===== src/rtl/adamax_optimizer_update_assert.svh =====
// assertion macros for the adamax update block
`ifndef ADAMAX_OPTIMIZER_UPDATE_ASSERT_SVH
`define ADAMAX_OPTIMIZER_UPDATE_ASSERT_SVH
// implication checked on every clock edge outside reset
`define AMX_ASSERT_IMP(label, clk, rst_n, ante, cons, msg) \
    label: assert property (@(posedge clk) disable iff (!rst_n) (ante) |-> (cons)) \
        else $error(msg);
// next-cycle implication
`define AMX_ASSERT_NXT(label, clk, rst_n, ante, cons, msg) \
    label: assert property (@(posedge clk) disable iff (!rst_n) (ante) |=> (cons)) \
        else $error(msg);
`endif


===== src/rtl/amx_pkg.sv =====
// shared constants for the adamax update block
`default_nettype none
package amx_pkg;
    localparam int MEM_DEPTH_DEF = 4096;
    localparam int VAL_W_DEF     = 32;
    localparam int IDX_W         = 12;
    localparam int BETA_W        = 16;
    localparam int SCALE_W       = 32;
    localparam int CFG_IDX_W     = 2;
    localparam logic [CFG_IDX_W-1:0] REG_BETA1 = 2'd0;
    localparam logic [CFG_IDX_W-1:0] REG_BETA2 = 2'd1;
    localparam logic [CFG_IDX_W-1:0] REG_SCALE = 2'd2;
    localparam logic [BETA_W-1:0]  BETA1_RST = 16'd58982;
    localparam logic [BETA_W-1:0]  BETA2_RST = 16'd65470;
    localparam logic [SCALE_W-1:0] SCALE_RST = 32'd33554;
    // front-to-back queue depth
    localparam int Q_DEPTH = 4;
    localparam int Q_AW    = 2;
endpackage
`default_nettype wire


===== src/rtl/amx_queue.sv =====
// short queue between front and back
`default_nettype none
module amx_queue
    import amx_pkg::*;
#(
    parameter int W = 8
) (
    input  wire logic         i_clk,
    input  wire logic         i_rst_n,
    input  wire logic         i_valid,
    output logic              o_ready,
    input  wire logic [W-1:0] i_data,
    output logic              o_valid,
    input  wire logic         i_ready,
    output logic [W-1:0]      o_data
);
    logic [W-1:0]  r_mem [Q_DEPTH];
    logic [Q_AW:0] r_cnt;
    logic [Q_AW-1:0] r_wp, r_rp;
    logic wr, rd;
    assign o_ready = (r_cnt != (Q_AW+1)'(Q_DEPTH));
    assign o_valid = (r_cnt != '0);
    assign o_data  = r_mem[r_rp];
    assign wr = i_valid && o_ready;
    assign rd = o_valid && i_ready;
    // pointers and fill count
    always_ff @(posedge i_clk) begin
        if (!i_rst_n) begin
            r_cnt <= '0;
            r_wp  <= '0;
            r_rp  <= '0;
        end else begin
            if (wr) r_wp <= r_wp + 1'b1;
            if (rd) r_rp <= r_rp + 1'b1;
            r_cnt <= r_cnt + (Q_AW+1)'(wr) - (Q_AW+1)'(rd);
        end
    end
    always_ff @(posedge i_clk) begin
        if (wr) r_mem[r_wp] <= i_data;
    end
endmodule
`default_nettype wire


===== config.mk =====
export PLATFORM = sky130hd
export DESIGN_NAME = amx_queue
export DESIGN_NICKNAME = d
export VERILOG_FILES = /design/src/rtl/adamax_optimizer_update_assert.svh /design/src/rtl/amx_pkg.sv /design/src/rtl/amx_queue.sv
export SDC_FILE = /design/constraint.sdc
export NUM_CORES = 1
export LEC_CHECK = 0
export BUFFER_PORTS_ARGS = -buffer_cell sky130_fd_sc_hd__buf_2
export CORE_ASPECT_RATIO = 1.2
export CORE_MARGIN = 1
export CORE_UTILIZATION = 53
export CTS_BUF_LIST = sky130_fd_sc_hd__clkbuf_4 sky130_fd_sc_hd__clkbuf_8
export DETAILED_ROUTE_END_ITERATION = 10
export PLACE_DENSITY = 0.87
export RECOVER_POWER = 100
export SLEW_MARGIN = 20
export SYNTH_ARGS = -nofsm -noshare
export SYNTH_HDL_FRONTEND = slang
export SYNTH_SLANG_ARGS = --single-unit

===== constraint.sdc =====
create_clock -name i_clk -period 2.1 [get_ports i_clk]
set_input_delay 0.315 -clock i_clk [delete_from_list [all_inputs] [get_ports i_clk]]
set_output_delay 0.315 -clock i_clk [all_outputs]
set_load 0.05 [all_outputs]

==> metrics.yaml, run 1 <==
viasPerCell: 5.24
synth_cell_types: 18
r2r-start: "r_cnt[0]$_SDFF_PN0_"
final_antenna_net_count: 0
maxCapViolCount: 0
place.port_buffers: 21
cts_buffers: 5
wire_per_inst_microns: 15.2
synth_async_sr_flop_share_pct: 0
gp_congestion: 0.657
ctsLongestPathBuffers: 2
row_count: 21
hold_path_end: "r_mem[2][5]$_DFFE_PP_"
r2r_slack_ns: 0.06
grt_pass1_vias: 890
grt_pass1_wl_microns: 3810
synth_top_cell_by_area: "edfxtp_1"
cp-start-kind: "flip-flop"
cts_root_buffer: "clkbuf_4"
min_from: "i_data[5]"
end_kind: "flip-flop"
arrival_ns: 2.29
hold_path_depth: 1
antenna_found_initial: 0
ir_worst_vdd_uv: 837
critPathKind: "flip-flop to flip-flop"
area_growth_pct: 17.6
track_usage_pct: 16.6
period_share_pct: 97.3
fin_util_pct: 67.1
critPathMaxFanout: 3
wirelength_microns: 2390
setup_violations: 0
synthesis.area_sq_mm: 0.00164
routed.top_layer: "met4"
ctsHoldBuffers: 0
tritoncts: "built"
status: "completed"
synth_seq_area_share_pct: 69.8
slew_violations: 0
hold_class: "input pin to flip-flop"
mappedNetlistNets: 109
cts.sinks: 41
overflow: 0
io-pin-count: 22
post-synth-top-count-cell: "edfxtp_1"
rsz0062_at_grt: "yes"
drc_errors: 0
drive_above_1_share_pct: 39.8
synth_edf_count: 32
first_iter_violations: 17
max_freq_ghz: 0.489
wl_met1_microns: 941
worstPathRequired_ns: 2.34
netlist_top_cells_area: "edfxtp_1 (59%), dfxtp_1 (11%), mux4_2 (11%)"
multi_input_area_sq_um: 505
n_fill_cell: 201
r2r.worst_path.cells: 9
synthFlopType: "edfxtp_1"
chipWidth_microns: 52.7
route.met2.wl_microns: 1310
slew_headroom_pct: 73.2
seq_area_sq_mm: 0.00115
first_pass_iters: 4
syn_avg_cell_area_sq_um: 18.2
synth_cells: 90
hold_viol_final: 0
synth-seq-cells: 41
skew_ns: 0.0100
initial_core_util_pct: 57.1
min_period_ns: 2.04
antennaDiodeCount: 0
leakage_nw: 0.682
die_area_sq_mm: 0.00331
insertion_delay_ns: 0.33
grt_max_degree: 12
yosysWarningCount: 0
ys_top_cells_by_count: "edfxtp_1 (32), dfxtp_1 (9), mux4_2 (8), and2_1 (7), ha_1 (6)"
dp_hpwl_microns: 1700
chipHeight_microns: 62.9
wl_met3_microns: 86
via_count: 822
core_sq_mm: 0.00286
worstMarginPinSlew_ns: 0.402
clk_pin_slew_ns: 0.11
htree_levels: 2
p_per_area_mw_per_mm2: 1310
final_nets: 141
synth_top_area_share_pct: 58.8
total_power_mw: 2.51
reg2reg_to: "r_cnt[2]$_SDFF_PN0_"
-- through the flow --
| stage | setup TNS (ns) | hold WS, ns | cells | setup slack (ns) | instance area [sq um] |
|---|---|---|---|---|---|
| after floorplan | 0 | 0.414 | 90 | 0.00139 | 1640 |
| after global placement | 0 | 0.477 | 146 | 0.0400 | 1800 |
| after detailed placement | -0.0295 | 0.508 | 146 | -0.0295 | 1800 |
| after CTS | 0 | 0.172 | 155 | 0.0330 | 1880 |
| after global routing | -0.0251 | 0.238 | 157 | -0.0251 | 1920 |
| final | 0 | 0.239 | 157 | 0.0560 | 1920 |
-- report_power, final --
part	switching (mW)	internal, mW
combinational	0.619	0.413
sequential	0.0774	1.01
clock	0.220	0.172
-- per-layer routing --
layer  global-route usage, %  up-vias
li1                        -      395
met1                    17.7      399
met2                    27.2       21
met3                    7.06        7
met4                    7.89        0
met5                       0        -
-- flip-flops by register name (all words and copies together) (netlist names), named ones only --
register / count
r_mem: 32
r_wp: 2
r_cnt: 3
r_rp: 2
-- worst max-delay path by stage --
stage | from | endpoint | slack [ns] | depth (start not counted)
CTS | r_cnt[1]$_SDFF_PN0_ | r_cnt[2]$_SDFF_PN0_ | 0.03 | 9
detailed placement | r_cnt[1]$_SDFF_PN0_ | r_cnt[2]$_SDFF_PN0_ | -0.03 | 9
finish | r_cnt[0]$_SDFF_PN0_ | r_cnt[2]$_SDFF_PN0_ | 0.06 | 9
floorplan | r_cnt[1]$_SDFF_PN0_ | r_cnt[2]$_SDFF_PN0_ | 0.001 | 11
global placement | r_cnt[1]$_SDFF_PN0_ | r_cnt[2]$_SDFF_PN0_ | 0.04 | 9
global route | r_cnt[2]$_SDFF_PN0_ | r_cnt[2]$_SDFF_PN0_ | -0.03 | 10
-- cell families after synthesis --
kind of cell | Yosys count | share of synthesized area [%]
XOR/XNOR | 4 | 2.14
buffers and inverters | 8 | 2.07
multiplexers | 10 | 12.2
AND/OR/NAND/NOR | 17 | 5.66
flip-flops | 41 | 69.8
AO/OA/AOI/OAI | 3 | 2.30
adder cells (fa/ha/maj) | 7 | 5.81
-- area by class of cell --
cell class | instances | share of cell area, %
Tap cell | 34 | 2.21
Timing Repair Buffer | 28 | 7.68
Multi-Input combinational cell | 41 | 26.3
Inverter | 5 | 0.976
Sequential cell | 41 | 59.7
Clock buffer | 8 | 3.12
-- critical path, stage by stage (launching register included) --
cell,delay [ns]
dfxtp_4,0.37
o31a_4,0.37
ha_4,0.22
inv_2,0.06
ha_4,0.12
inv_2,0.03
fa_2,0.39
xnor2_2,0.15
xnor2_1,0.12
and2_1,0.13
-- what timing repair did --
action,4_1_cts,5_1_grt
setup buffers,1,2
pin swaps,0,5
gates resized for setup,2,8
endpoints found under the setup margin,1,1
-- cells in the final DEF (no fill, tap or decap) --
| cell type | n |
|---|---|
| o31a_4 | 1 |
| ha_1 | 4 |
| ha_4 | 2 |
| inv_2 | 2 |
| nor2b_1 | 3 |
| o311ai_2 | 1 |
| buf_2 | 13 |
| mux2i_1 | 2 |
| xnor2_2 | 1 |
| mux4_2 | 8 |
| clkbuf_1 | 8 |
| dfxtp_1 | 7 |
| a21boi_2 | 1 |
| nand2_1 | 5 |
| and2_1 | 7 |
| dfxtp_4 | 2 |
| clkbuf_4 | 8 |
| or3_2 | 1 |
| inv_1 | 3 |
| edfxtp_1 | 32 |
| xnor2_1 | 3 |
| nor2_2 | 1 |
| buf_4 | 7 |
| fa_2 | 1 |
Power figures use the tool's default switching activity.
==> run 2: changes to the inputs <==
--- a/config.mk
+++ b/config.mk
@@ -12,7 +12,6 @@
 export CTS_BUF_LIST = sky130_fd_sc_hd__clkbuf_4 sky130_fd_sc_hd__clkbuf_8
 export DETAILED_ROUTE_END_ITERATION = 10
 export PLACE_DENSITY = 0.87
-export RECOVER_POWER = 100
 export SLEW_MARGIN = 20
 export SYNTH_ARGS = -nofsm -noshare
 export SYNTH_HDL_FRONTEND = slang
==> run 2 against run 1 <==
Net effect: total power barely moved; first-iteration DRC count did not move; worst hold slack got worse by 0.049 ns; register-to-register slack barely moved; sequential share of layout area fell by 0.31 points; combinational power barely moved; core utilization rose by 0.35 points; non-clock buffer count did not move; clock power barely moved.
==> metrics.yaml, run 2 (same netlist as run 1, synthesis figures left out) <==
cts_root_buffer: "clkbuf_4"
critPathKind: "flip-flop to flip-flop"
leakage_nw: 0.704  # +3.2%
clk_pin_slew_ns: 0.11  # about the same
slew_violations: 0  # unchanged
layout_setup_ws_ns: 0.0558  # -0.000146 ns
viasPerCell: 5.22  # -0.24%
row_count: 21  # unchanged
min_from: "i_data[7]"
gp_congestion: 0.657  # unchanged
first_pass_iters: 4  # unchanged
min_period_ns: 2.04  # +0.000146 ns
top_regs: "r_mem: 32 flops, r_cnt: 3 flops"
hold_class: "input pin to flip-flop"
period_share_pct: 97.3  # about the same
crit_chain: "o31a_4 > ha_4 > inv_2 > ha_4 > inv_2 > fa_2 > xnor2_2 > xnor2_1 > and2_1"
track_usage_pct: 16.6  # unchanged
dp_hpwl_microns: 1700  # unchanged
place_ws_ns: -0.0295  # unchanged
worstMarginPinSlew_ns: 0.404  # +0.00199 ns
ir_worst_vdd_uv: 837  # about the same
core_sq_mm: 0.00286  # unchanged
drive_above_1_share_pct: 46.3  # +6.5 points
r2r_slack_ns: 0.06  # about the same
antenna_found_initial: 0  # unchanged
wire_per_inst_microns: 15.2  # about the same
hold_path_end: "r_mem[1][7]$_DFFE_PP_"
place.port_buffers: 21  # unchanged
initial_core_util_pct: 57.1  # unchanged
first_iter_violations: 17  # unchanged
drc_errors: 0  # unchanged
cpPeakStageDelay_ns: 0.39  # about the same
cp-start-kind: "flip-flop"
dp_cells: 146  # unchanged
end_kind: "flip-flop"
area_growth_pct: 18.2
hold_viol_final: 0  # unchanged
worstPathRequired_ns: 2.34  # about the same
hold_path_depth: 1  # unchanged
tns_ns: 0  # unchanged
chipHeight_microns: 62.9  # unchanged
cts.sinks: 41  # unchanged
insertion_delay_ns: 0.34  # about the same
antennaDiodeCount: 0  # unchanged
tritoncts: "built"
skew_ns: 0.0105  # +0.000458 ns
overflow: 0  # unchanged
top_register: "r_mem"
path_buf_inv: 2  # unchanged
max_freq_ghz: 0.489  # about the same
htree_levels: 2  # unchanged
cts_buffers: 5  # unchanged
total_power_mw: 2.51  # about the same
final_nets: 141  # unchanged
grt_max_degree: 12  # unchanged
ctsHoldBuffers: 0  # unchanged
grt_pass1_wl_microns: 3810  # unchanged
slew_headroom_pct: 73.1  # -0.13 points
r2r.worst_path.cells: 9  # unchanged
layout_common_cells: "edfxtp_1 (32), buf_2 (21), mux4_2 (8), clkbuf_4 (8)"
r2r-start: "r_cnt[0]$_SDFF_PN0_"
wirelength_microns: 2390  # about the same
status: "completed"
ctsLongestPathBuffers: 2  # unchanged
rsz0062_at_grt: "yes"
reg2reg_to: "r_cnt[2]$_SDFF_PN0_"
die_area_sq_mm: 0.00331  # unchanged
final_antenna_net_count: 0  # unchanged
io-pin-count: 22  # unchanged
crit_family: "adder cells"
largest_reg_flops: 32  # unchanged
arrival_ns: 2.29  # about the same
maxCapViolCount: 0  # unchanged
critPathMaxFanout: 3  # unchanged
chipWidth_microns: 52.7  # unchanged
via_count: 820  # -0.24%
p_per_area_mw_per_mm2: 1300  # -0.42%
setup_violations: 0  # unchanged
fin_cells: 157  # unchanged
layout_commonest_cell: "edfxtp_1"
grt_pass1_vias: 890  # unchanged
cp_slowest_cell: "fa_2"
fin_hold_ws_ns: 0.190  # -0.0494 ns
-- run 2: worst max path at each step --
stage                     endpoint           startpoint  slack, ns  cells past startpoint
2_1_floorplan  r_cnt[2]$_SDFF_PN0_  r_cnt[1]$_SDFF_PN0_      0.001                     11
3_3_place_gp   r_cnt[2]$_SDFF_PN0_  r_cnt[1]$_SDFF_PN0_       0.04                      9
6_report       r_cnt[2]$_SDFF_PN0_  r_cnt[0]$_SDFF_PN0_       0.06                      9
5_1_grt        r_cnt[2]$_SDFF_PN0_  r_cnt[2]$_SDFF_PN0_      -0.03                     10
4_1_cts        r_cnt[2]$_SDFF_PN0_  r_cnt[1]$_SDFF_PN0_       0.03                      9
3_5_place_dp   r_cnt[2]$_SDFF_PN0_  r_cnt[1]$_SDFF_PN0_      -0.03                      9
-- run 2: layout make-up --
class,count,area (sq um)
clock buffers,8,60.1
fillers,195,931
inverters,5,18.8
multi-input cells,41,505
flip-flops and latches,41,1150
well taps,34,42.5
repair buffers,28,158
-- run 2: repair_timing --
action | in CTS | in global routing
hold endpoints to repair | 0 | 0
resized for setup | 2 | 8
pin swaps | 0 | 5
endpoints found under the setup margin | 1 | 1
setup buffers | 1 | 2
-- run 2: metal layers --
layer,track usage (%),vias up,wire (microns)
li1,-,395,-
met1,17.7,400,938
met2,27.2,19,1310
met3,7.06,6,91
met4,7.89,0,53
met5,0,-,0
-- run 2: where the power goes --
group          switching, mW  internal [mW]
registers             0.0775           1.01
logic                  0.619          0.415
clock network          0.220          0.172
total                  0.916           1.60
-- run 2: per-stage QoR --
stage | cell area [sq um] | util [%]
after floorplan | 1640 | -
after global placement | 1800 | 63.0
after detailed placement | 1800 | 63.0
after CTS | 1880 | 65.7
after global routing | 1930 | 67.5
final | 1930 | 67.5
